<file path="src/rtl/tai_pkg.sv">
// Shared types, constants and codes of the triangle attribute interpolator.
package tai_pkg;

  localparam int VTX_DEPTH    = 1024;
  localparam int TRI_DEPTH    = 1024;
  localparam int INDEX_STRIDE = 3;
  localparam int IDX_DEPTH    = TRI_DEPTH * INDEX_STRIDE;
  localparam int VTX_AW       = $clog2(VTX_DEPTH);
  localparam int IDX_AW       = $clog2(IDX_DEPTH);
  localparam int ACC_W        = 62;
  localparam int WGT_W        = 19;
  localparam int QUO_W        = 17;
  localparam int LEN_W        = 32;
  localparam int RT_W         = 64;
  localparam int SUM_W        = 62;

  localparam logic [2:0] ACT_INDEX    = 3'd0;
  localparam logic [2:0] ACT_POSITION = 3'd1;
  localparam logic [2:0] ACT_NORMAL   = 3'd2;
  localparam logic [2:0] ACT_TANGENT  = 3'd3;
  localparam logic [2:0] ACT_TEXCOORD = 3'd4;
  localparam logic [2:0] ACT_QUERY    = 3'd5;

  localparam logic [3:0] ACC_NX = 4'd0;
  localparam logic [3:0] ACC_TX = 4'd3;
  localparam logic [3:0] ACC_S  = 4'd6;
  localparam logic [3:0] ACC_GX = 4'd8;
  localparam logic [3:0] ACC_GY = 4'd9;
  localparam logic [3:0] ACC_GZ = 4'd10;
  localparam int         ACC_N  = 11;

  typedef logic signed [31:0]       q16_t;
  typedef logic signed [ACC_W-1:0]  acc_t;
  typedef logic signed [WGT_W-1:0]  wgt_t;
  typedef logic [VTX_AW-1:0]        vtx_addr_t;
  typedef logic [IDX_AW-1:0]        idx_addr_t;

  typedef struct packed {
    logic [2:0]  action;
    logic [11:0] slot;
    vtx_addr_t   vertex_number;
    q16_t        comp_x;
    q16_t        comp_y;
    q16_t        comp_z;
    logic [9:0]  triangle;
    logic [16:0] bary_u;
    logic [16:0] bary_v;
  } in_item_t;

  typedef struct packed {
    q16_t shade_nx;
    q16_t shade_ny;
    q16_t shade_nz;
    q16_t tan_x;
    q16_t tan_y;
    q16_t tan_z;
    q16_t tex_s;
    q16_t tex_t;
    q16_t geo_nx;
    q16_t geo_ny;
    q16_t geo_nz;
  } out_item_t;

  typedef struct packed {
    logic      idx_we;
    logic      pos_we;
    logic      nrm_we;
    logic      tan_we;
    logic      tex_we;
    idx_addr_t idx_addr;
    vtx_addr_t vtx_addr;
    vtx_addr_t vnum;
    q16_t      x;
    q16_t      y;
    q16_t      z;
  } wr_t;

  typedef struct packed {
    logic      idx_re;
    idx_addr_t idx_addr;
    logic      vtx_re;
    vtx_addr_t vtx_addr;
  } rd_t;

  typedef struct packed {
    q16_t [2:0] pos;
    q16_t [2:0] nrm;
    q16_t [2:0] tan;
    q16_t [1:0] tex;
  } vtx_data_t;

  typedef enum logic [3:0] {
    C_IDLE, C_IDX, C_VTX, C_MAC, C_EDGE, C_ESCALE, C_CROSS, C_FLUSH,
    C_NORM, C_NWAIT, C_DONE
  } ctrl_state_t;

  typedef enum logic [2:0] {
    N_IDLE, N_SCALE, N_SQ, N_SQRT, N_DINIT, N_DIV, N_DONE
  } norm_state_t;

endpackage

</file>
<file path="src/rtl/tai_norm.sv">
// Vector normalizer: scale, sum of squares, bit-serial root and divide.
module tai_norm (
  input  logic                clk,
  input  logic                rst,
  input  logic                start,
  input  tai_pkg::acc_t       vec [3],
  output logic                done,
  output tai_pkg::q16_t       res [3]
);

  tai_pkg::norm_state_t state, state_next;

  logic [tai_pkg::ACC_W-1:0]   mg [3];
  logic                        neg [3];
  logic [4:0]                  cnt;
  logic [59:0]                 sqp;
  logic [tai_pkg::SUM_W-1:0]   sum;
  logic [tai_pkg::SUM_W-1:0]   sum_add;
  logic [tai_pkg::RT_W-1:0]    n;
  logic [tai_pkg::RT_W-1:0]    r;
  logic [tai_pkg::RT_W-1:0]    rbit;
  logic [tai_pkg::RT_W-1:0]    rt_try;
  logic [tai_pkg::LEN_W-1:0]   len;
  logic [tai_pkg::LEN_W-2:0]   rem [3];
  logic [tai_pkg::QUO_W-1:0]   lo [3];
  logic [tai_pkg::QUO_W-1:0]   q [3];
  logic [46:0]                 dvd [3];
  logic [tai_pkg::LEN_W-1:0]   dtry [3];
  logic                        vzero;
  logic                        big;
  logic                        tiny;
  logic [29:0]                 sq_op;

  always_comb begin
    vzero = 1'b1;
    big   = 1'b0;
    tiny  = 1'b1;
    for (int i = 0; i < 3; i++) begin
      if (vec[i] != '0) vzero = 1'b0;
      if (mg[i][tai_pkg::ACC_W-1:30] != '0) big = 1'b1;
      if (mg[i][tai_pkg::ACC_W-1:29] != '0) tiny = 1'b0;
    end
    case (cnt[1:0])
      2'd0:    sq_op = mg[0][29:0];
      2'd1:    sq_op = mg[1][29:0];
      default: sq_op = mg[2][29:0];
    endcase
    sum_add = sum + tai_pkg::SUM_W'(sqp);
    rt_try  = r + rbit;
    for (int i = 0; i < 3; i++) begin
      dvd[i]  = {mg[i][29:0], 16'd0} + 47'(r[tai_pkg::LEN_W-1:1]);
      dtry[i] = {rem[i], lo[i][tai_pkg::QUO_W-1]};
    end
  end

  always_comb begin
    state_next = state;
    case (state)
      tai_pkg::N_IDLE: begin
        if (start) state_next = vzero ? tai_pkg::N_DONE : tai_pkg::N_SCALE;
      end
      tai_pkg::N_SCALE: if (!big && !tiny) state_next = tai_pkg::N_SQ;
      tai_pkg::N_SQ:    if (cnt == 5'd3) state_next = tai_pkg::N_SQRT;
      tai_pkg::N_SQRT:  if (rbit == tai_pkg::RT_W'(1)) state_next = tai_pkg::N_DINIT;
      tai_pkg::N_DINIT: state_next = tai_pkg::N_DIV;
      tai_pkg::N_DIV:   if (cnt == 5'(tai_pkg::QUO_W - 1)) state_next = tai_pkg::N_DONE;
      tai_pkg::N_DONE:  state_next = tai_pkg::N_IDLE;
      default:          state_next = tai_pkg::N_IDLE;
    endcase
  end

  always_comb begin
    done = (state == tai_pkg::N_DONE);
    for (int i = 0; i < 3; i++) begin
      res[i] = neg[i] ? tai_pkg::q16_t'(0) - tai_pkg::q16_t'(q[i])
                      : tai_pkg::q16_t'(q[i]);
    end
  end

  always_ff @(posedge clk) begin
    if (rst) begin
      state <= tai_pkg::N_IDLE;
    end else begin
      state <= state_next;
    end
  end

  always_ff @(posedge clk) begin
    case (state)
      tai_pkg::N_IDLE: begin
        if (start) begin
          for (int i = 0; i < 3; i++) begin
            neg[i] <= vec[i] < 0;
            mg[i]  <= vec[i] < 0 ? tai_pkg::ACC_W'(-vec[i]) : tai_pkg::ACC_W'(vec[i]);
            q[i]   <= '0;
          end
        end
      end
      tai_pkg::N_SCALE: begin
        for (int i = 0; i < 3; i++) begin
          if (big) mg[i] <= mg[i] >> 1;
          else if (tiny) mg[i] <= mg[i] << 1;
        end
        cnt <= '0;
        sum <= '0;
      end
      tai_pkg::N_SQ: begin
        sqp <= sq_op * sq_op;
        if (cnt != 5'd0) sum <= sum_add;
        cnt <= cnt + 5'd1;
        n    <= tai_pkg::RT_W'(sum_add);
        r    <= '0;
        rbit <= tai_pkg::RT_W'(1) << 62;
      end
      tai_pkg::N_SQRT: begin
        if (n >= rt_try) begin
          n <= n - rt_try;
          r <= (r >> 1) + rbit;
        end else begin
          r <= r >> 1;
        end
        rbit <= rbit >> 2;
      end
      tai_pkg::N_DINIT: begin
        len <= r[tai_pkg::LEN_W-1:0];
        cnt <= '0;
        for (int i = 0; i < 3; i++) begin
          rem[i] <= (tai_pkg::LEN_W-1)'(dvd[i][46:tai_pkg::QUO_W]);
          lo[i]  <= dvd[i][tai_pkg::QUO_W-1:0];
        end
      end
      tai_pkg::N_DIV: begin
        cnt <= cnt + 5'd1;
        for (int i = 0; i < 3; i++) begin
          lo[i] <= lo[i] << 1;
          if (dtry[i] >= len) begin
            rem[i] <= (tai_pkg::LEN_W-1)'(dtry[i] - len);
            q[i]   <= {q[i][tai_pkg::QUO_W-2:0], 1'b1};
          end else begin
            rem[i] <= dtry[i][tai_pkg::LEN_W-2:0];
            q[i]   <= {q[i][tai_pkg::QUO_W-2:0], 1'b0};
          end
        end
      end
      default: begin
      end
    endcase
  end

endmodule

</file>
<file path="config.mk">
export PLATFORM = sky130hd
export DESIGN_NAME = tai_norm
export DESIGN_NICKNAME = d
export VERILOG_FILES = /design/src/rtl/tai_pkg.sv /design/src/rtl/tai_norm.sv
export SDC_FILE = /design/constraint.sdc
export NUM_CORES = 2
export LEC_CHECK = 0
export ABC_AREA = 1
export BUFFER_PORTS_ARGS = -buffer_cell sky130_fd_sc_hd__buf_4
export CAP_MARGIN = 0
export CORE_MARGIN = 2
export CORE_UTILIZATION = 25
export DETAILED_ROUTE_END_ITERATION = 8
export PLACE_DENSITY = 0.4
export SYNTH_ARGS = -nofsm -noshare
export SYNTH_HDL_FRONTEND = slang
export SYNTH_SLANG_ARGS = --single-unit
export TNS_END_PERCENT = 1
</file>
<file path="constraint.sdc">
create_clock -name clk -period 12.8 [get_ports clk]
set_clock_uncertainty 0.2 [all_clocks]
set_input_delay 1.28 -clock clk [delete_from_list [all_inputs] [get_ports clk]]
set_output_delay 1.28 -clock clk [all_outputs]
set_load 0.05 [all_outputs]
</file>
==> impl_metrics.json <==
{
  "syn_area_um2": 93300,
  "drv_cap": 0,
  "whs_path_depth": 2,
  "reg2reg_depth": 34,
  "drt_iter0_markers": 6328,
  "min_from": "lo[0][48]$_DFFE_PP_",
  "root_buffer": "clkbuf_16",
  "setup_viol": 0,
  "regToRegStartpoint": "cnt[0]$_SDFFCE_PN0P_",
  "async_flop_share": 0,
  "num_rows": 224,
  "grt_max_degree": 80,
  "place_congestion": 0.920,
  "final-hold-violation-count": 0,
  "ys_seq_area_frac": 0.216,
  "crit_path_max_incr_delay_ns": 0.81,
  "final_max_slew_viol_count": 0,
  "first_pass_iters": 6,
  "drive_gt1_frac": 0.0460,
  "post-route-period-util": 0.773,
  "final_cell_mix": "nand2_1 (4244), inv_1 (2721), nor2_1 (1531)",
  "clkSlewWorstSetupHoldPaths_ns": 0.06,
  "die-area_um2": 378000,
  "start_kind": "register",
  "postCtsHoldBufs": 0,
  "area_delta_synth_final_pct": 11.9,
  "fmax_mhz": 101,
  "critPathSlowestCell": "a21oi_1",
  "cts_made_buffers": 101,
  "cp_top_family": "adder cells",
  "synthCells": 13900,
  "status": "completed",
  "cp_max_fo": 25,
  "period_needed_ns": 9.89,
  "critPathKind": "register to register",
  "layout_commonest_cell": "nand2_1",
  "coreArea_um2": 372000,
  "slew_headroom": 0.174,
  "antenna_found_initial": 11,
  "ys_warn_count": 0,
  "vias": 88200,
  "tns_ns": 0,
  "required_ns": 13.19,
  "setup.worst_path.start": "cnt[0]$_SDFFCE_PN0P_",
  "dp_hpwl_um": 326000,
  "io_pins": 286,
  "ys_types": 54,
  "cts_tree": "built",
  "initial_utilization": 0.251,
  "crit_cells": 34,
  "synth_ff_type": "edfxtp_1",
  "insertion_delay_ns": 0.89,
  "wl_per_cell_um": 20.7,
  "via_per_inst": 4.61,
  "post-cts-setup-buffer-count": 0,
  "drcViolationCount": 0,
  "final_nets": 15500,
  "grtUsageTotal": 0.205,
  "worstPathArrival_ns": 10.28,
  "hp-class": "register to register",
  "grt_pass1_wl_um": 588000,
  "ys_ff_latch": 673,
  "die_w_um": 615,
  "clk_path_buf_depth": 4,
  "crit_top_cell": "inv_1",
  "drtAntennaViolNets": 0,
  "end_kind": "register",
  "portBuffers": 285,
  "critPathBufInv": 14,
  "clkSinkCount": 673,
  "grt_pass1_vias": 89400,
  "tightest_slew_ns": 1.24,
  "synth_fp_nets": 15400,
  "grt_overflow": 0,
  "fillers": 42000,
  "synth_edf_count": 668,
  "rsz0062_at_grt": "no",
  "cts_resized": 0,
  "cts-htree-levels": 3,
  "synth.avg_cell_area_um2": 6.70,
  "finalWirelength_um": 395000,
  "die-height_um": 615
}
synth_stat cells (all sizes together) (14+ instances only):
cell type,instances,area share
and2,21,0.0014
inv,2729,0.11
edfxtp,668,0.21
xor2,254,0.024
nand4,149,0.010
xnor2,115,0.011
a21o,29,0.0023
ha,592,0.079
o221ai,14,0.0013
nor3,146,0.0079
nor2,1543,0.062
nor4,21,0.0014
a21oi,615,0.034
a31oi,25,0.0018
o21bai,57,0.0046
o22ai,34,0.0023
o211ai,38,0.0031
nand3b,77,0.0062
nand3,844,0.045
clkbuf,165,0.0066
nand2,4261,0.17
buf,180,0.011
o21ai,562,0.030
or2,46,0.0031
fa,703,0.15
flip-flops by register name, indices dropped and copies added (netlist names):
name and cells:
r 64, sqp 59, lo 19, sum 62, neg 3, n 64, rbit 32, q 51
state 3, rem 93, mg 186, len 32, cnt 5
cell type report:
cell class	count	area (um^2)	share of cell area
multi-input combinational	10200	61600	0.590
sequential	673	20200	0.193
inverter	2733	10300	0.0984
tap	4972	6220	0.0596
timing repair buffer	372	2790	0.0268
clock buffer	112	2570	0.0246
clock inverter	70	754	0.00723
antenna	4	10.0	0.0000959
per-layer routing:
metal	up-vias	share of wire	global-route usage
met5	-	0.000033	0
met4	2	0.030	0.0551
met3	416	0.040	0.0178
met2	1856	0.47	0.346
met1	42300	0.46	0.280
li1	43700	-	-
worst min-delay path: stages, from the launching register on:
cell and delay [ns]:
edfxtp_1 0.32, nand2_1 0.05, nand2_1 0.05
metrics by stage:
stage / cells / area, um^2 / setup WS [ns] / utilization / hold WS [ns]
after floorplan: 13900 / 93300 / 5.01 / - / 0.233
after global placement: 18900 / 101000 / 2.94 / 0.272 / 0.295
after detailed placement: 18900 / 101000 / 2.90 / 0.272 / 0.298
after CTS: 19100 / 104000 / 2.93 / 0.281 / 0.319
after global routing: 19100 / 104000 / 2.37 / 0.281 / 0.337
final: 19100 / 104000 / 2.91 / 0.281 / 0.315
worst paths after layout:
| check | end | slack, ns |
|---|---|---|
| setup / recovery | sqp[57]$_DFFE_PP_ | 2.91 |
| hold / removal | lo[0][49]$_DFFE_PP_ | 0.32 |
| setup reg to reg | sqp[57]$_DFFE_PP_ | 2.91 |
| hold reg to reg | lo[0][49]$_DFFE_PP_ | 0.32 |
cell families (layout without fill, tap and decap cells):
logic type	after synthesis	in the layout	share of synthesized area
AND/OR/NAND/NOR	7117	7117	0.310
adder cells (fa/ha/maj)	1295	1295	0.230
multiplexers	2	2	0.000228
AO/OA/AOI/OAI	1398	1398	0.0813
other	0	4	0
flip-flops	673	673	0.216
buffers and inverters	3078	3287	0.128
XOR/XNOR	369	369	0.0346
Power is not shown: default switching activity piles up to over one toggle a cycle in this logic, so the estimate is an artifact.
